[src/sv/dlp_pkg.sv]
// Shared types, constants and helper functions of the display list packer.
`timescale 1ns / 1ps
`default_nettype none

package dlp_pkg;

   localparam int COMMANDS_PER_GROUP = 4;
   localparam int COUNT_WIDTH        = 32;
   localparam int MAX_PARAMS         = 2 * COMMANDS_PER_GROUP;
   localparam int CMD_CNT_W          = $clog2(COMMANDS_PER_GROUP + 1);
   localparam int CMD_IDX_W          = $clog2(COMMANDS_PER_GROUP);
   localparam int PAR_CNT_W          = $clog2(MAX_PARAMS + 1);
   localparam int PAR_IDX_W          = $clog2(MAX_PARAMS);
   // The queue depth must stay a power of two: the pointers wrap naturally.
   localparam int QUEUE_DEPTH        = 4;
   localparam int QPTR_W             = $clog2(QUEUE_DEPTH);
   localparam int QCNT_W             = $clog2(QUEUE_DEPTH + 1);
   localparam int ERR_WIDTH          = 74;

   typedef logic signed [ERR_WIDTH-1:0] err_type;

   typedef enum logic [2:0] {
      OP_NOP      = 3'd0,
      OP_RESTORE  = 3'd1,
      OP_BEGIN    = 3'd2,
      OP_END      = 3'd3,
      OP_NORMAL   = 3'd4,
      OP_TEXCOORD = 3'd5,
      OP_VERTEX   = 3'd6,
      OP_FINISH   = 3'd7
   } opcode_type;

   localparam logic [7:0] CMD_NOP      = 8'h00;
   localparam logic [7:0] CMD_RESTORE  = 8'h14;
   localparam logic [7:0] CMD_BEGIN    = 8'h40;
   localparam logic [7:0] CMD_END      = 8'h41;
   localparam logic [7:0] CMD_NORMAL   = 8'h21;
   localparam logic [7:0] CMD_TEXCOORD = 8'h22;
   localparam logic [7:0] CMD_VTX16    = 8'h23;
   localparam logic [7:0] CMD_VTX10    = 8'h24;
   localparam logic [7:0] CMD_VTX_XY   = 8'h25;
   localparam logic [7:0] CMD_VTX_XZ   = 8'h26;
   localparam logic [7:0] CMD_VTX_YZ   = 8'h27;

   localparam logic [9:0] NRM_MAX = 10'h1FF;
   localparam logic [9:0] NRM_MIN = 10'h200;

   localparam int FLAG_VTX = 0;
   localparam int FLAG_NRM = 1;
   localparam int FLAG_TEX = 2;

   // One command as the front hands it to the back.
   typedef struct packed {
      logic        is_finish;
      logic [7:0]  cmd;
      logic [1:0]  nparams;
      logic [31:0] p0;
      logic [31:0] p1;
   } entry_type;

   typedef enum logic [1:0] {
      BK_RUN   = 2'd0,
      BK_FLUSH = 2'd1,
      BK_COUNT = 2'd2
   } back_state_type;

   // Arithmetic shift right by k that rounds toward zero.
   function automatic logic signed [31:0] trunc_shift(input logic signed [31:0] x,
                                                      input int k);
      logic signed [31:0] bias;
      bias = x[31] ? ((32'sd1 <<< k) - 32'sd1) : 32'sd0;
      return (x + bias) >>> k;
   endfunction

endpackage

`default_nettype wire

[src/sv/dlp_queue.sv]
// Short command queue between the front and the back.
`timescale 1ns / 1ps
`default_nettype none

module dlp_queue (
   input  wire logic                clock,
   input  wire logic                reset,
   input  wire logic                push,
   input  wire dlp_pkg::entry_type  push_data,
   input  wire logic                pop,
   output logic                     q_valid,
   output dlp_pkg::entry_type       q_data,
   output logic                     q_full
);

   dlp_pkg::entry_type               slot_ff [dlp_pkg::QUEUE_DEPTH];
   logic [dlp_pkg::QPTR_W-1:0]       wr_ptr_ff, wr_ptr_in;
   logic [dlp_pkg::QPTR_W-1:0]       rd_ptr_ff, rd_ptr_in;
   logic [dlp_pkg::QCNT_W-1:0]       level_ff, level_in;
   logic                             do_push;
   logic                             do_pop;

   assign q_valid = level_ff != '0;
   assign q_full  = level_ff == dlp_pkg::QCNT_W'(dlp_pkg::QUEUE_DEPTH);
   assign q_data  = slot_ff[rd_ptr_ff];
   assign do_push = push && !q_full;
   assign do_pop  = pop && q_valid;

   always_comb begin
      wr_ptr_in = do_push ? wr_ptr_ff + dlp_pkg::QPTR_W'(1) : wr_ptr_ff;
      rd_ptr_in = do_pop  ? rd_ptr_ff + dlp_pkg::QPTR_W'(1) : rd_ptr_ff;
      level_in  = level_ff;
      if (do_push && !do_pop) begin
         level_in = level_ff + dlp_pkg::QCNT_W'(1);
      end else if (do_pop && !do_push) begin
         level_in = level_ff - dlp_pkg::QCNT_W'(1);
      end
   end

   always_ff @(posedge clock) begin
      if (reset) begin
         wr_ptr_ff <= '0;
         rd_ptr_ff <= '0;
         level_ff  <= '0;
      end else begin
         wr_ptr_ff <= wr_ptr_in;
         rd_ptr_ff <= rd_ptr_in;
         level_ff  <= level_in;
      end
   end

   always_ff @(posedge clock) begin
      if (do_push) begin
         slot_ff[wr_ptr_ff] <= push_data;
      end
   end

endmodule

`default_nettype wire

[config.mk]
export PLATFORM = sky130hd
export DESIGN_NAME = dlp_queue
export DESIGN_NICKNAME = d
export VERILOG_FILES = /design/src/sv/dlp_pkg.sv /design/src/sv/dlp_queue.sv
export SDC_FILE = /design/constraint.sdc
export NUM_CORES = 1
export LEC_CHECK = 0
export ABC_AREA = 1
export BUFFER_PORTS_ARGS = -buffer_cell sky130_fd_sc_hd__buf_2
export CORE_UTILIZATION = 45
export DETAILED_ROUTE_END_ITERATION = 8
export PLACE_DENSITY = 0.68
export SYNTH_ARGS = -nofsm -noshare
export SYNTH_HDL_FRONTEND = slang
export SYNTH_SLANG_ARGS = --single-unit
[constraint.sdc]
create_clock -name clock -period 16.6 [get_ports clock]
set_clock_uncertainty 0.1 [all_clocks]
set_input_delay 4.98 -clock clock [delete_from_list [all_inputs] [get_ports clock]]
set_output_delay 4.98 -clock clock [all_outputs]
set_load 0.01 [all_outputs]
==> flow_summary.json <==
{
  "status": "finished clean",
  "power_density_mw_per_mm2": 157,
  "r2r_slack_ps": 13620,
  "worstHoldStart": "rd_ptr_ff[1]",
  "io_buffers": 155,
  "cts_root_buffer": "clkbuf_16",
  "h-tree-depth": 2,
  "ys_types": 25,
  "crit_type": "flip-flop to primary output",
  "hold_depth": 2,
  "clk_path_buf_depth": 3,
  "grt_pass1_wl_um": 37800,
  "drt_first_iter_violations": 563,
  "cts_tree": "done",
  "antenna_found_initial": 5,
  "maxSlewViolCount": 0,
  "dr.pass1.iters": 5,
  "end_kind": "primary output",
  "hold_violations": 0,
  "vias_per_cell": 5.31,
  "wire_per_inst_um": 18.6,
  "syn_inst": 794,
  "fp.dieArea_mm2": 0.0278,
  "drc": 0,
  "rsz0062_at_grt": "false",
  "sw_frac_of_total_pct": 29.6,
  "post_cts_resized": 0,
  "vias": 6939,
  "die_w_um": 167,
  "clock_power_share_pct": 32.5,
  "ys_warn_count": 0,
  "hold_path_class": "flip-flop to flip-flop",
  "gp_congestion": 0.698,
  "overflow": 0,
  "fin_tns_setup_ps": 0,
  "p_total_mw": 2.24,
  "numCtsBuffers": 34,
  "p_leak_nw": 4.92,
  "fin_nets": 1033,
  "reg2reg_to": "slot_ff[3][53]",
  "final_cell_mix": "edfxtp_1, buf_2, o21ai_0",
  "critPathLaunchType": "flip-flop",
  "syn_avg_cell_area_um2": 15.4,
  "cap_violations": 0,
  "cts_hold_buf": 0,
  "seq_power_share_pct": 44.3,
  "reg2regPathDepth": 5,
  "syn_to_final_growth_pct": 17.0,
  "synth_fp_nets": 879,
  "cts_setup_buffers": 0,
  "clkTransAtPathRegs_ps": 60,
  "start_util_pct": 46.3,
  "fp.dieH_um": 167,
  "core_mm2": 0.0264,
  "wirelength_um": 24300,
  "num_rows": 59,
  "clock_latency_ps": 500,
  "clock.fmax_ghz": 0.121,
  "timing.final.crit_period_ps": 8260,
  "grt_max_degree": 104,
  "postRouteAntennaNets": 0,
  "grt_pass1_vias": 6970,
  "power.switching_mw": 0.661,
  "peakVddDrop_mv": 0.0927,
  "dp_hpwl_um": 13400,
  "grt_usage_pct": 17.5,
  "worst_pin_slew_ps": 892,
  "p_comb_share_pct": 23.2,
  "internal_power_mw": 1.57,
  "num_io_pins": 156,
  "finalSetupViolations": 0,
  "crit_arrival_ps": 3180,
  "fin_crit_sh_pct": 49.8,
  "layout_commonest_cell": "edfxtp_1",
  "cp_max_fo": 103,
  "slew_headroom_pct": 40.4,
  "syn-cell-area_mm2": 0.0122,
  "critPathRequiredTime_ps": 11520,
  "synth-seq-cells": 309,
  "reg2reg_from": "level_ff[0]",
  "cts_sinks": 309,
  "drive_gt1_share_pct": 31.9,
  "seq_area_frac_synth_pct": 75.3
}
worst max path at each step:
| stage | start | endpoint | slack [ps] | depth (start not counted) |
|---|---|---|---|---|
| after global placement | flip-flop | q_data[29] | 8820 | 5 |
| after CTS | flip-flop | q_data[33] | 8240 | 5 |
| final | flip-flop | q_data[33] | 8340 | 5 |
| after global routing | flip-flop | q_data[33] | 8060 | 5 |
| after detailed placement | flip-flop | q_data[33] | 8780 | 5 |
| after floorplan | push | slot_ff[0][0] | 7760 | 2 |
power by group through the flow:
stage	Clock, mW	Sequential, mW	Combinational (mW)
global placement	0	1.01	0.521
detailed placement	0	1.01	0.528
global route	0.772	0.998	0.573
CTS	0.741	0.991	0.529
finish	0.726	0.990	0.520
floorplan	0	0.991	0.378
per-stage QoR:
step	worst slack [ps]	util, %	instance area [µm²]	hold WS, ps	std cells
2_1_floorplan	7760	-	12200	359	794
3_3_place_gp	8820	50.0	13200	385	1247
3_5_place_dp	8780	50.0	13200	379	1247
4_1_cts	8240	54.2	14300	387	1306
5_1_grt	8060	54.2	14300	407	1307
6_report	8340	54.2	14300	384	1308
synthesized netlist by cell type, drive strengths merged:
cell,instances,area share [%]
edfxtp,300,74
nor2,164,7.6
o21ai,151,6.3
o22ai,75,5.9
buf,28,2.2
clkbuf,20,0.61
inv,17,0.56
nand2,15,0.46
dfxtp,9,1.5
ha,5,0.51
nand3,4,0.16
a21oi,3,0.12
fa,1,0.16
nand3b,1,0.062
xor2,1,0.072
critical path: stages, from the launching register on:
cell	delay [ps]
dfxtp_4	560
inv_8	670
buf_4	800
o21ai_0	190
o22ai_1	170
buf_2	170
kinds of logic (layout without fill, tap and decap cells):
family                   Yosys count  in the layout  synth area share, %
flip-flops                       309            309                 75.3
AO/OA/AOI/OAI                    229            229                 12.4
adder cells (fa/ha/maj)            6              6                0.676
buffers and inverters             65            242                 3.33
XOR/XNOR                           1              1               0.0718
AND/OR/NAND/NOR                  184            184                 8.29
other                              0              2                    0
flip-flops by register name, indices dropped and copies added (netlist names), named ones only:
name / count
level_ff: 3
wr_ptr_ff: 2
slot_ff: 300
rd_ptr_ff: 2
layout make-up:
class	count	area [µm²]
Clock buffer	50	995
Fill cell	2125	12100
Tap cell	335	419
Inverter	17	71.3
Timing Repair Buffer	166	858
Antenna cell	2	5.00
Sequential cell	309	9190
Multi-Input combinational cell	420	2640
Clock inverter	9	97.6
routing by layer:
layer  vias to the layer above  share of wire [%]  GRT usage [%]
met4                         6                1.8           5.48
li1                       3285                  -              -
met5                         -               0.14              0
met3                        42                5.3           3.97
met2                       183                 49           29.3
met1                      3423                 44           22.8
(Power assumes the default switching activity.)
