## src/sv/dlp_pkg.sv

```systemverilog
// Shared types, constants and helper functions of the display list packer.
`timescale 1ns / 1ps
`default_nettype none

package dlp_pkg;

   localparam int COMMANDS_PER_GROUP = 4;
   localparam int COUNT_WIDTH        = 32;
   localparam int MAX_PARAMS         = 2 * COMMANDS_PER_GROUP;
   localparam int CMD_CNT_W          = $clog2(COMMANDS_PER_GROUP + 1);
   localparam int CMD_IDX_W          = $clog2(COMMANDS_PER_GROUP);
   localparam int PAR_CNT_W          = $clog2(MAX_PARAMS + 1);
   localparam int PAR_IDX_W          = $clog2(MAX_PARAMS);
   // The queue depth must stay a power of two: the pointers wrap naturally.
   localparam int QUEUE_DEPTH        = 4;
   localparam int QPTR_W             = $clog2(QUEUE_DEPTH);
   localparam int QCNT_W             = $clog2(QUEUE_DEPTH + 1);
   localparam int ERR_WIDTH          = 74;

   typedef logic signed [ERR_WIDTH-1:0] err_type;

   typedef enum logic [2:0] {
      OP_NOP      = 3'd0,
      OP_RESTORE  = 3'd1,
      OP_BEGIN    = 3'd2,
      OP_END      = 3'd3,
      OP_NORMAL   = 3'd4,
      OP_TEXCOORD = 3'd5,
      OP_VERTEX   = 3'd6,
      OP_FINISH   = 3'd7
   } opcode_type;

   localparam logic [7:0] CMD_NOP      = 8'h00;
   localparam logic [7:0] CMD_RESTORE  = 8'h14;
   localparam logic [7:0] CMD_BEGIN    = 8'h40;
   localparam logic [7:0] CMD_END      = 8'h41;
   localparam logic [7:0] CMD_NORMAL   = 8'h21;
   localparam logic [7:0] CMD_TEXCOORD = 8'h22;
   localparam logic [7:0] CMD_VTX16    = 8'h23;
   localparam logic [7:0] CMD_VTX10    = 8'h24;
   localparam logic [7:0] CMD_VTX_XY   = 8'h25;
   localparam logic [7:0] CMD_VTX_XZ   = 8'h26;
   localparam logic [7:0] CMD_VTX_YZ   = 8'h27;

   localparam logic [9:0] NRM_MAX = 10'h1FF;
   localparam logic [9:0] NRM_MIN = 10'h200;

   localparam int FLAG_VTX = 0;
   localparam int FLAG_NRM = 1;
   localparam int FLAG_TEX = 2;

   // One command as the front hands it to the back.
   typedef struct packed {
      logic        is_finish;
      logic [7:0]  cmd;
      logic [1:0]  nparams;
      logic [31:0] p0;
      logic [31:0] p1;
   } entry_type;

   typedef enum logic [1:0] {
      BK_RUN   = 2'd0,
      BK_FLUSH = 2'd1,
      BK_COUNT = 2'd2
   } back_state_type;

   // Arithmetic shift right by k that rounds toward zero.
   function automatic logic signed [31:0] trunc_shift(input logic signed [31:0] x,
                                                      input int k);
      logic signed [31:0] bias;
      bias = x[31] ? ((32'sd1 <<< k) - 32'sd1) : 32'sd0;
      return (x + bias) >>> k;
   endfunction

endpackage

`default_nettype wire

```

## src/sv/dlp_back.sv

```systemverilog
// Back part: collects commands into groups and emits header, parameter and count words.
`timescale 1ns / 1ps
`default_nettype none

module dlp_back (
   input  wire logic                clock,
   input  wire logic                reset,
   input  wire logic                q_valid,
   input  wire dlp_pkg::entry_type  q_data,
   output logic                     q_pop,
   output logic                     rsp_tvalid,
   input  wire logic                rsp_tready,
   output logic [31:0]              rsp_word,
   output logic                     rsp_is_count,
   output logic                     rsp_last
);

   dlp_pkg::back_state_type state_ff, state_in;

   logic [7:0]  cmds_ff [dlp_pkg::COMMANDS_PER_GROUP];
   logic [31:0] params_ff [dlp_pkg::MAX_PARAMS];

   logic [dlp_pkg::CMD_CNT_W-1:0]   cmd_cnt_ff, cmd_cnt_in;
   logic [dlp_pkg::PAR_CNT_W-1:0]   par_cnt_ff, par_cnt_in;
   logic [dlp_pkg::PAR_CNT_W-1:0]   idx_ff, idx_in;
   logic                            finish_ff, finish_in;
   logic [dlp_pkg::COUNT_WIDTH-1:0] words_ff, words_in, words_inc;

   logic        out_valid_ff, out_valid_in;
   logic [31:0] out_word_ff, out_word_in;
   logic        out_count_ff, out_count_in;
   logic        out_last_ff, out_last_in;

   logic                          load_ok;
   logic                          cmd_we;
   logic                          par_we0;
   logic                          par_we1;
   logic [dlp_pkg::CMD_IDX_W-1:0] cmd_wr_idx;
   logic [dlp_pkg::PAR_IDX_W-1:0] par_wr_idx0;
   logic [dlp_pkg::PAR_IDX_W-1:0] par_wr_idx1;
   logic [dlp_pkg::PAR_IDX_W-1:0] par_rd_idx;
   logic [31:0]                   header;

   assign load_ok     = !out_valid_ff || rsp_tready;
   assign cmd_wr_idx  = dlp_pkg::CMD_IDX_W'(cmd_cnt_ff);
   assign par_wr_idx0 = dlp_pkg::PAR_IDX_W'(par_cnt_ff);
   assign par_wr_idx1 = dlp_pkg::PAR_IDX_W'(par_cnt_ff + dlp_pkg::PAR_CNT_W'(1));
   assign par_rd_idx  = dlp_pkg::PAR_IDX_W'(idx_ff - dlp_pkg::PAR_CNT_W'(1));
   assign words_inc   = (words_ff == '1) ? words_ff
                                         : words_ff + dlp_pkg::COUNT_WIDTH'(1);

   // Slots past the fill count are nops, which pads a group cut short by finish.
   always_comb begin
      for (int i = 0; i < dlp_pkg::COMMANDS_PER_GROUP; i++) begin
         header[8*i +: 8] = (dlp_pkg::CMD_CNT_W'(i) < cmd_cnt_ff) ? cmds_ff[i]
                                                                  : dlp_pkg::CMD_NOP;
      end
   end

   always_comb begin
      state_in     = state_ff;
      cmd_cnt_in   = cmd_cnt_ff;
      par_cnt_in   = par_cnt_ff;
      idx_in       = idx_ff;
      finish_in    = finish_ff;
      words_in     = words_ff;
      out_valid_in = out_valid_ff && !rsp_tready;
      out_word_in  = out_word_ff;
      out_count_in = out_count_ff;
      out_last_in  = out_last_ff;
      q_pop        = 1'b0;
      cmd_we       = 1'b0;
      par_we0      = 1'b0;
      par_we1      = 1'b0;
      unique case (state_ff)
         dlp_pkg::BK_RUN: begin
            if (q_valid) begin
               q_pop = 1'b1;
               if (q_data.is_finish) begin
                  finish_in = 1'b1;
                  idx_in    = '0;
                  state_in  = (cmd_cnt_ff == '0) ? dlp_pkg::BK_COUNT : dlp_pkg::BK_FLUSH;
               end else begin
                  cmd_we     = 1'b1;
                  par_we0    = q_data.nparams != 2'd0;
                  par_we1    = q_data.nparams == 2'd2;
                  cmd_cnt_in = cmd_cnt_ff + dlp_pkg::CMD_CNT_W'(1);
                  par_cnt_in = par_cnt_ff + dlp_pkg::PAR_CNT_W'(q_data.nparams);
                  if (cmd_cnt_ff == dlp_pkg::CMD_CNT_W'(dlp_pkg::COMMANDS_PER_GROUP - 1)) begin
                     finish_in = 1'b0;
                     idx_in    = '0;
                     state_in  = dlp_pkg::BK_FLUSH;
                  end
               end
            end
         end
         dlp_pkg::BK_FLUSH: begin
            if (load_ok) begin
               out_valid_in = 1'b1;
               out_count_in = 1'b0;
               out_word_in  = (idx_ff == '0) ? header : params_ff[par_rd_idx];
               out_last_in  = (idx_ff == par_cnt_ff) && !finish_ff;
               words_in     = words_inc;
               idx_in       = idx_ff + dlp_pkg::PAR_CNT_W'(1);
               if (idx_ff == par_cnt_ff) begin
                  cmd_cnt_in = '0;
                  par_cnt_in = '0;
                  state_in   = finish_ff ? dlp_pkg::BK_COUNT : dlp_pkg::BK_RUN;
               end
            end
         end
         dlp_pkg::BK_COUNT: begin
            if (load_ok) begin
               out_valid_in = 1'b1;
               out_count_in = 1'b1;
               out_last_in  = 1'b1;
               out_word_in  = 32'(words_ff);
               words_in     = '0;
               finish_in    = 1'b0;
               state_in     = dlp_pkg::BK_RUN;
            end
         end
         default: begin
            state_in = dlp_pkg::BK_RUN;
         end
      endcase
   end

   always_ff @(posedge clock) begin
      if (reset) begin
         state_ff     <= dlp_pkg::BK_RUN;
         cmd_cnt_ff   <= '0;
         par_cnt_ff   <= '0;
         idx_ff       <= '0;
         finish_ff    <= 1'b0;
         words_ff     <= '0;
         out_valid_ff <= 1'b0;
      end else begin
         state_ff     <= state_in;
         cmd_cnt_ff   <= cmd_cnt_in;
         par_cnt_ff   <= par_cnt_in;
         idx_ff       <= idx_in;
         finish_ff    <= finish_in;
         words_ff     <= words_in;
         out_valid_ff <= out_valid_in;
      end
   end

   always_ff @(posedge clock) begin
      out_word_ff  <= out_word_in;
      out_count_ff <= out_count_in;
      out_last_ff  <= out_last_in;
      if (cmd_we) begin
         cmds_ff[cmd_wr_idx] <= q_data.cmd;
      end
      if (par_we0) begin
         params_ff[par_wr_idx0] <= q_data.p0;
      end
      if (par_we1) begin
         params_ff[par_wr_idx1] <= q_data.p1;
      end
   end

   assign rsp_tvalid   = out_valid_ff;
   assign rsp_word     = out_word_ff;
   assign rsp_is_count = out_count_ff;
   assign rsp_last     = out_last_ff;

endmodule

`default_nettype wire

```

## config.mk

```make
export PLATFORM = sky130hd
export DESIGN_NAME = dlp_back
export DESIGN_NICKNAME = d
export VERILOG_FILES = /design/src/sv/dlp_pkg.sv /design/src/sv/dlp_back.sv
export SDC_FILE = /design/constraint.sdc
export NUM_CORES = 1
export LEC_CHECK = 0
export ABC_AREA = 1
export BUFFER_PORTS_ARGS = -buffer_cell sky130_fd_sc_hd__buf_2
export CORE_MARGIN = 5
export CORE_UTILIZATION = 45
export CTS_BUF_LIST = sky130_fd_sc_hd__clkbuf_4
export DETAILED_ROUTE_END_ITERATION = 8
export PLACE_DENSITY = 0.58
export SYNTH_ARGS = -nofsm -noshare
export SYNTH_HDL_FRONTEND = slang
export SYNTH_SLANG_ARGS = --single-unit
```

## constraint.sdc

```tcl
create_clock -name clock -period 5.6 [get_ports clock]
set_input_delay 1.12 -clock clock [delete_from_list [all_inputs] [get_ports clock]]
set_output_delay 1.12 -clock clock [all_outputs]
set_load 0.01 [all_outputs]
```

==> metrics.md, run 1 <==
| Metric | Value |
|---|---|
| Reg2Reg Depth | 9 |
| Final worst slack | 2.03 ns |
| GRT overflow | 0 |
| Total number of vias | 15600 |
| Die X | ~210 um |
| Hold_ws | 0.489 ns |
| Post-DP HPWL | roughly 37000 um |
| Mapped cell area | 18700 sq um |
| Net switching power | 2.62 mW |
| Hold Crit Start | state_ff[0] |
| Clk sinks | around 370 |
| Crit path max fanout | 45 |
| Internal power | roughly 5.1 mW |
| Cts hold-fix bufs | 0 |
| Clock power share | between 30% and 40% |
| TritonCTS Buffers | between 100 and 150 |
| Final setup TNS | 0 ns |
| CP endpoint kind | register |
| Final hold vios | 0 |
| PortBufs | 114 |
| Status | finished clean |
| Critical Path RT | around 6.2 ns |
| Final nets | ~2300 |
| FMAX | about 0.28 GHz |
| Yosys reg bits | 369 |
| Combinational fraction of design power | roughly a quarter |
| Hold Path End | state_ff[0] |
| Leakage dissipation | between 8 and 9 nW |
| Gates resized, CTS repair | 0 |
| WL per Instance | roughly 20 um |
| Post-DP Area | approximately 19000 sq um |
| Clock-pin slew on the worst setup and hold paths | ~0.07 ns |
| Area delta synth->final | 10.7% |
| MaxCap Viol Count | 0 |
| Pins Over Slew Limit | 0 |
| Max clock buf depth | 3 |
| Drt via density | around 5.6 |
| RSZ-0062 raised after global routing | no |
| Pwr dens | 371 nW/um^2 |
| Die area | 45800 sq um |
| Vias in the first global route | between 10000 and 15000 |
| HP Class | reg2reg |
| Layout cells sized above 1 | roughly 15% |
| Top Ports | 115 |
| Yosys warning count | 0 |
| 1st-iter DRT viols | ~1500 |
| Register area share after synthesis | between 50% and 60% |
| Cell count after synthesis | 2127 |
| Drt total wl | around 57000 um |
| Initial Util | a little under half |
| Synthesized Nets | roughly 2200 |
| DR pass1 iterations | 6 |
| Worst slew margin | ~13% |
| Placement Setup Slack | 1.69 ns |
| Routability cong. | about 0.86 |
| Final min period | around 3.6 ns |
| Worst-Margin Slew | 1.31 ns |
| Initial antenna violation count | 2 |
| Post-route non-filler standard cell count | 2806 |
| Reg2Reg Setup Slack | 2.03 ns |
| Rows | 74 |
| Clock latency on the worst-skew pair | ~0.80 ns |
| Final core occ | roughly 51% |
| CTS tree | built |
| Cells after DPL | ~2600 |
| Switching Share | between 30% and 40% |
| H-tree levels | 3 |
| Die H | 214 um |
| Reg power frac | a little over two fifths |
| Hold path depth | 2 |
| Reg2reg start | idx_ff[0] |
| First-pass GRT wire length | between 80000 and 90000 um |
| Post-synth cell types | 37 |
| Reg2reg end | rsp_word[23] |
| DR DRC count | 0 |
| Largest net degree at the start of global routing | 92 |
| GRT Total Usage | between 20% and 30% |
| Kind of critical path | reg2reg |
| Core area | 41000 sq um |
| Final setup violation count | 0 |
| VDD IR-drop max | ~0.11 mV |
| Root Buffer | clkbuf_4 |
| Syn_area_per_cell | 8.81 sq um |
| CP arrival | 4.16 ns |
| Final worst-path cycle share | approximately 64% |
| Post-CTS Setup Bufs | 0 |
| Worst Clk Skew | roughly 0.045 ns |
| Post-route antenna net violation count | 0 |
| Startpoint Class | register |
| Post-route cell area | roughly 21000 sq um |
| Overall power | between 7 and 8 mW |
[registers in the layout, summed over array words and instances, names as in the netlist]
signal and flops:
cmd_cnt_ff 3, state_ff 2, words_ff 32, rsp_word 32
par_cnt_ff 4, finish_ff 1, rsp_last 1, params_ff 256
rsp_tvalid 1, rsp_is_count 1, cmds_ff 32, idx_ff 4
[worst max-delay path by stage]
stage / startpoint / end / slack (ns) / depth (start not counted)
2_1_floorplan: q_data[74] / params_ff[2][0] / 1.18 / 5
3_3_place_gp: q_data[74] / params_ff[1][18] / 1.72 / 6
3_5_place_dp: q_data[74] / params_ff[1][11] / 1.69 / 6
4_1_cts: idx_ff[0] / rsp_word[23] / 2.09 / 9
5_1_grt: idx_ff[0] / rsp_word[1] / 1.79 / 9
6_report: idx_ff[0] / rsp_word[23] / 2.03 / 9
[layout by cell type, fill, tap and decap left out, types with 2 or more instances in the layout]
cell | Yosys | layout
a21oi_1 | 67 | 67
nor2_4 | 3 | 4
a22oi_1 | 23 | 23
dfxtp_1 | 47 | 46
nor2_2 | 12 | 12
buf_2 | 95 | 114
inv_2 | 9 | 10
clkbuf_4 | 0 | 148
nand4_1 | 3 | 3
ha_2 | 0 | 2
clkinv_1 | 0 | 26
diode_2 | 0 | 2
nand2_2 | 8 | 16
o211ai_1 | 56 | 56
buf_4 | 3 | 12
o21ai_1 | 72 | 72
clkinvlp_4 | 0 | 2
nor2_1 | 284 | 283
nor3_1 | 2 | 2
edfxtp_1 | 322 | 322
bufinv_16 | 0 | 2
o21ai_4 | 0 | 8
xor2_1 | 7 | 7
nand2_1 | 449 | 441
or2_2 | 2 | 2
nor3b_1 | 2 | 2
clkinv_2 | 0 | 8
ha_1 | 13 | 11
o21ai_0 | 344 | 336
nand3_2 | 1 | 2
o221ai_1 | 8 | 8
nand3_1 | 100 | 99
inv_1 | 118 | 118
[synthesized netlist by cell type (all sizes together)]
cell	instances	share of area (%)
a211oi	1	0.040
a21oi	68	1.8
a22oi	23	0.92
buf	110	3.0
clkbuf	58	1.2
dfxtp	47	5.0
edfxtp	322	52
fa	1	0.11
ha	13	0.87
inv	128	2.6
nand2	458	9.3
nand3	102	2.8
nand4	3	0.10
nor2	299	6.3
nor3	2	0.053
nor3b	2	0.080
o211ai	56	2.2
o21ai	416	11
o221ai	8	0.37
or2	2	0.067
xnor2	1	0.047
xor2	7	0.33
[metal layers]
metal	share of wire, %	global-route usage [%]
met4	2.4	7.92
met1	43	33.3
met3	7.8	4.19
met5	0	0
met2	47	38.3
[power groups by stage]
stage	Clock, mW	Combinational [mW]	Sequential [mW]
floorplan	0	1.20	3.41
global placement	0	1.81	3.43
detailed placement	0	1.83	3.43
CTS	2.54	1.84	3.37
global route	2.69	2.04	3.39
finish	2.49	1.84	3.37
[final cells by class]
cell class | instances | area [sq um]
Multi-Input combinational cell | 1462 | 6990
Clock buffer | 148 | 1110
Timing Repair Buffer | 126 | 661
Antenna cell | 2 | 5.00
Tap cell | 532 | 666
Clock inverter | 39 | 215
Fill cell | 3847 | 20300
Inverter | 128 | 484
Sequential cell | 369 | 10600
[worst max-delay path, stage by stage, from the launching register on]
cell and delay (ns):
dfxtp_4 0.68, clkinv_2 0.12, ha_2 0.75, inv_1 0.48, buf_4 0.35, nor2_1 0.12
o21ai_0 0.14, o211ai_1 0.18, nand3_1 0.22, a22oi_1 0.28
[kinds of logic (layout without fill, tap and decap cells)]
kind of cell / count (synthesis) / in the layout / synth area share, %
compound gates: 572 / 572 / 16.5
xor+xnor: 8 / 8 / 0.374
fa+ha+maj: 14 / 14 / 0.975
buf+inv: 296 / 441 / 6.80
flops: 369 / 369 / 56.6
other cells: 0 / 2 / 0
simple gates: 868 / 868 / 18.7
Note: power is estimated with default switching activity, not from simulation.
==> run 2, diff against run 1 <==
- PLACE_DENSITY: 0.58 -> 0.6
- clock period: 5.6 -> 2.9 ns (I/O delays scaled with it)
==> run 2 against run 1 <==
  * Count of clock-buffer cells in the layout up 3
  * Via count down 0.49%
  * Clock power up 81%
  * Critical path depth down 2
  * Sequential cell count unchanged
  * Design area up 1.5%
  * Core utilization up 0.77 points
  * Worst setup slack worse by 1.7 ns
==> metrics.md, run 2 (synthesized netlist as in run 1, its figures left out) <==
| Metric | Value |
|---|---|
| Status | finished clean |
| VDD IR-drop max | 0.314 mV |
| Cts hold-fix bufs | 0 |
| Clock-pin slew on the worst setup and hold paths | 0.06 ns |
| Total number of vias | 15500 |
| Die X | between 200 and 250 um |
| TritonCTS Buffers | 99 |
| Area delta synth->final | 12.4% |
| Final setup TNS | 0 ns |
| Clock latency on the worst-skew pair | 0.78 ns |
| Startpoint Class | register |
| CP endpoint kind | register |
| Most common cell after layout, fill and taps aside | nand2_1 |
| Leakage dissipation | between 8 and 9 nW |
| Reg2Reg Setup Slack | between 0.3 and 0.4 ns |
| Gates resized, CTS repair | 0 |
| Post-route antenna net violation count | 0 |
| Post-DP Area | between 15000 and 20000 sq um |
| Hold path depth | 1 |
| Layout cells sized above 1 | between 15 and 20% |
| Die area | ~46000 sq um |
| 1st-iter DRT viols | about 1500 |
| PortBufs | around 110 |
| FMAX | between 0.3 and 0.4 GHz |
| Max reg flops | approximately 260 |
| Final setup violation count | 0 |
| Die H | ~210 um |
| Final min period | between 2 and 3 ns |
| Routability cong. | around 0.94 |
| Max clock buf depth | 3 |
| Final worst-path cycle share | 88.2% |
| Pwr dens | roughly 700 nW/um^2 |
| Clk sinks | around 370 |
| Crit path max fanout | 40 |
| Final nets | approximately 2300 |
| DR pass1 iterations | 6 |
| GRT overflow | 0 |
| Post-DP HPWL | between 30000 and 40000 um |
| Drt total wl | roughly 55000 um |
| Commonest non-fill, non-tap cells in the layout | nand2_1, o21ai_0, edfxtp_1 |
| Core area | between 40000 and 50000 sq um |
| Worst slew margin | a little under half |
| CTS tree | built |
| Largest Register | params_ff |
| Post-CTS Setup Bufs | 0 |
| Initial Util | between 40% and 50% |
| Hold Path End | cmds_ff[1][6] |
| H-tree levels | 3 |
| Post-route cell area | about 21000 sq um |
| Kind of critical path | reg2reg |
| Worst Clk Skew | just over 0.06 ns |
| Worst-Margin Slew | ~0.79 ns |
| GRT Total Usage | between 20% and 30% |
| CP arrival | about 3 ns |
| Final hold vios | 0 |
| DR DRC count | 0 |
| RSZ-0062 raised after global routing | no |
| MaxCap Viol Count | 0 |
| Reg2Reg Depth | 7 |
| Reg2reg start | idx_ff[1] |
| Critical Path RT | between 3 and 4 ns |
| Largest net degree at the start of global routing | between 100 and 150 |
| WL per Instance | 19.5 um |
| Pins Over Slew Limit | 0 |
| Drt via density | 5.49 |
| Initial antenna violation count | 1 |
| Vias in the first global route | between 15000 and 20000 |
| Hold Crit Start | q_data[72] |
| Top Ports | about 120 |
| Reg2reg end | rsp_word[15] |
| HP Class | in2reg |
| Rows | 74 |
| First-pass GRT wire length | about 85000 um |
| Root Buffer | clkbuf_4 |
-- run 2: changes by cell type in the layout (fill, tap and decap cells not counted), sizes merged --
cell / before / now
clkbuf: 148 / 151
bufinv: 2 / 0
clkinvlp: 2 / 1
inv: 129 / 131
buf: 126 / 161
diode: 2 / 1
clkinv: 34 / 20
-- run 2: routing by layer --
metal / wire length (um) / track usage, % / vias up
met5: 0 / 0 / -
met4: 1900 / 9.83 / 0
met3: 4210 / 4.01 / 122
met2: 26400 / 39.0 / 617
met1: 22700 / 30.7 / 7285
li1: - / - / 7511
-- run 2: per-stage QoR --
stage | power (mW) | util, % | setup WS [ns] | cells | hold slack [ns]
6_report | 14.7 | 51.3 | 0.341 | 2828 | 0.0881
5_1_grt | 15.6 | 51.3 | 0.345 | 2828 | 0.0255
4_1_cts | 14.8 | 51.3 | 0.454 | 2827 | 0.00241
3_5_place_dp | 10.3 | 48.3 | 0.467 | 2652 | 0.479
3_3_place_gp | 10.2 | 48.3 | 0.483 | 2652 | 0.469
2_1_floorplan | 8.91 | - | -0.167 | 2127 | 0.454
-- run 2: critical path, cell delays in order (launching register included) --
cell      delay (ns)
dfxtp_1         0.39
inv_1           0.08
ha_2            0.50
buf_4           0.47
o21ai_0         0.18
o211ai_1        0.21
nand3_1         0.21
a22oi_1         0.28
-- run 2: area by class of cell --
type | instances | area [sq um]
tap | 532 | 666
clock buffer | 151 | 1130
fill | 3867 | 20000
inverter | 128 | 484
timing repair buffer | 161 | 1070
antenna | 1 | 2.50
multi-input combinational | 1462 | 6990
sequential | 369 | 10600
clock inverter | 24 | 96.3
-- run 2: worst max-delay path by stage --
stage / startpoint / end / slack (ns) / depth (start not counted)
6_report: idx_ff[1] / rsp_word[15] / 0.34 / 7
5_1_grt: state_ff[0] / params_ff[3][8] / 0.35 / 10
3_5_place_dp: idx_ff[1] / rsp_word[14] / 0.47 / 7
4_1_cts: idx_ff[1] / rsp_word[26] / 0.45 / 7
2_1_floorplan: state_ff[0] / params_ff[3][0] / -0.17 / 8
3_3_place_gp: idx_ff[1] / rsp_word[15] / 0.48 / 7
-- run 2: power breakdown --
group          switching [mW]  total, mW  internal [mW]
Clock                    2.15       4.51           2.36
Sequential              0.198       6.45           6.25
Combinational            2.58       3.75           1.17
Total                    4.93       14.7           9.78
==> run 3, diff against run 2 <==
- ABC_AREA: 1 -> 0
==> run 3 against run 2 <==
  * Wire length down 9.3%
  * Clock skew down 0.025 ns
  * First-iteration DRC count down 41%
  * Critical endpoint is now params_ff[6][7]
  * Power down 5.8%
  * Cell count down 27%
  * Register-to-register slack better by 0.04 ns
  * Sequential share of layout area down 0.78 points
  * Non-clock buffer count up 14
  * Sequential power down 0.6%
  * Core utilization up 1.2 points
  * Count of clock-buffer cells in the layout up 1
==> metrics.md, run 3 <==
| Metric | Value |
|---|---|
| Syn_area_per_cell | approximately 15 sq um |
| Fill cells | between 3000 and 4000 |
| CP endpoint kind | register |
| Initial Util | 45.3% |
| Mapped cell area | 18500 sq um |
| Post-synth EDFFs | 322 |
| Clock latency on the worst-skew pair | 0.78 ns |
| Top cell type's share of synthesized area | approximately 52% |
| Die H | approximately 210 um |
| GRT overflow | 0 |
| GRT Total Usage | about 22% |
| Hold_ws | about 0.093 ns |
| Gates resized, CTS repair | 0 |
| Max clock buf depth | 3 |
| Final core occ | 52.5% |
| Final hold vios | 0 |
| VDD IR-drop max | about 0.32 mV |
| Switching Share | 29.1% |
| Post-route antenna net violation count | 0 |
| Top FF cell, synth | edfxtp_1 |
| Yosys warning count | 0 |
| Most common cell after layout, fill and taps aside | edfxtp_1 |
| Top Ports | ~120 |
| Clk sinks | between 300 and 400 |
| Cell taking the most area after synthesis | edfxtp_1 |
| Vias in the first global route | between 10000 and 15000 |
| Final setup violation count | 0 |
| Die X | approximately 210 um |
| DR pass1 iterations | 6 |
| Status | finished clean |
| MaxCap Viol Count | 0 |
| Pins Over Slew Limit | 0 |
| Die area | 45200 sq um |
| CTS tree | built |
| Worst path cell trace | inv_1 -> ha_1 -> nand2_1 -> nor2_2 -> and4b_1 -> and3_2 -> buf_12 -> mux2_2 |
| Clock power share | 34.0% |
| Final min period | around 2.5 ns |
| 1st-iter DRT viols | approximately 870 |
| Placement Setup Slack | between 0.3 and 0.4 ns |
| HP Class | in2reg |
| FMAX | ~0.40 GHz |
| Internal power | 9.83 mW |
| Largest net degree at the start of global routing | between 50 and 60 |
| Crit path max fanout | 19 |
| Core area | a little over 40000 sq um |
| Clock-pin slew on the worst setup and hold paths | about 0.060 ns |
| Yosys reg bits | 369 |
| Synthesized Nets | around 1300 |
| Total number of vias | between 10000 and 15000 |
| Register area share after synthesis | approximately 57% |
| Initial antenna violation count | 4 |
| Worst-Margin Slew | about 0.86 ns |
| CP arrival | between 3 and 4 ns |
| Post-DP HPWL | between 30000 and 40000 um |
| Layout cells sized above 1 | 46.0% |
| H-tree levels | 3 |
| Synth async-reset ratio | 0% |
| Reg power frac | 46.2% |
| Max reg flops | between 200 and 300 |
| Rows | 74 |
| Pwr dens | 648 nW/um^2 |
| Final nets | between 1500 and 2000 |
| Max incr delay on CP | ~0.4 ns |
| Final worst-path cycle share | approximately 87% |
| TritonCTS Buffers | about 100 |
| Leakage dissipation | 7.23 nW |
| Commonest non-fill, non-tap cells in the layout | edfxtp_1, mux2_2, clkbuf_4 |
| DR DRC count | 0 |
| Synth cell count leaders | edfxtp_1, mux2_2, a21oi_1, mux4_2, dfxtp_1 |
| Kind of critical path | reg2reg |
| Net switching power | about 4.0 mW |
| Critical Path RT | around 3.4 ns |
| Most area-consuming cells after synthesis | edfxtp_1, mux2_2, mux4_2 |
| Slowest-stage cell, CP | and3_2 |
| PortBufs | 114 |
| Worst slew margin | between 40% and 50% |
| Post-synth cell types | 72 |
| Root Buffer | clkbuf_4 |
| RSZ-0062 raised after global routing | no |
| First-pass GRT wire length | ~76000 um |
| Drt via density | roughly 5.8 |
| Largest Register | params_ff |
| Drt total wl | 50100 um |
| Cell count after synthesis | roughly 1200 |
| Startpoint Class | register |
| Top-count cell post-synth | edfxtp_1 |
| Combinational fraction of design power | ~20% |
| Area delta synth->final | 15.9% |
| Final worst slack | 0.378 ns |
| Worst Clk Skew | roughly 0.037 ns |
| Routability cong. | 0.843 |
| WL per Instance | 24.4 um |
==> run 3: final cells by class <==
type	instances	area (sq um)	area share, %
inverter	37	139	0.649
antenna	3	7.51	0.0351
timing repair buffer	175	1290	6.01
sequential	369	10600	49.6
clock buffer	152	1140	5.33
multi-input combinational	753	7380	34.5
clock inverter	33	163	0.760
tap	532	666	3.11
==> run 3: power by group through the flow <==
stage	clock network [mW]	registers (mW)	logic, mW
global placement	0	6.52	2.73
floorplan	0	6.63	1.51
CTS	4.87	6.42	2.76
global route	5.20	6.44	2.96
finish	4.71	6.41	2.74
detailed placement	0	6.53	2.75
==> run 3: final timing paths <==
check                     from  depth (start not counted)               to  slack (ns)
setup / recovery   state_ff[0]                          8  params_ff[6][7]        0.38
hold / removal      q_data[67]                          1    cmds_ff[3][1]        0.09
setup reg to reg   state_ff[0]                          8  params_ff[6][7]        0.38
hold reg to reg   words_ff[17]                          1     words_ff[17]        0.49
==> run 3: kinds of logic after synthesis <==
family	synth area share (%)
AOI/OAI and AO/OA	6.76
xor gates and xnor gates	0.332
adders and majority gates	0.990
buffers and inverters	3.25
DFF	57.5
muxes	25.3
and+or+nand+nor	5.86
==> run 3: repair_timing <==
item / 4_1_cts / 5_1_grt
hold endpoints to repair: 4 / 0
hold buffers: 3 / 0
buffers inserted: 0 / 0
==> run 3: per-stage QoR <==
| step | setup TNS, ns | power, mW | cells | instance area (sq um) |
|---|---|---|---|---|
| finish | 0 | 13.9 | 2054 | 21400 |
| global route | 0 | 14.6 | 2053 | 21400 |
| CTS | 0 | 14.1 | 2051 | 21400 |
| detailed placement | 0 | 9.28 | 1863 | 20100 |
| global placement | 0 | 9.25 | 1863 | 20100 |
| floorplan | -42.60 | 8.14 | 1241 | 18500 |
==> run 3: metal layers <==
layer | global-route usage (%) | vias up | routed length, um
met3 | 4.91 | 67 | 3010
li1 | - | 5430 | -
met5 | 0 | - | 25
met4 | 6.36 | 4 | 869
met2 | 37.0 | 387 | 24800
met1 | 29.9 | 6067 | 21400
==> run 3: worst max-delay path, delay by kind of cell, from the launching register on <==
| kind | cells | cell delay [ns] |
|---|---|---|
| mux | 1 | 0.35 |
| flops | 1 | 0.33 |
| buf+inv | 2 | 0.36 |
| fa+ha+maj | 1 | 0.18 |
| simple gates | 4 | 1.02 |
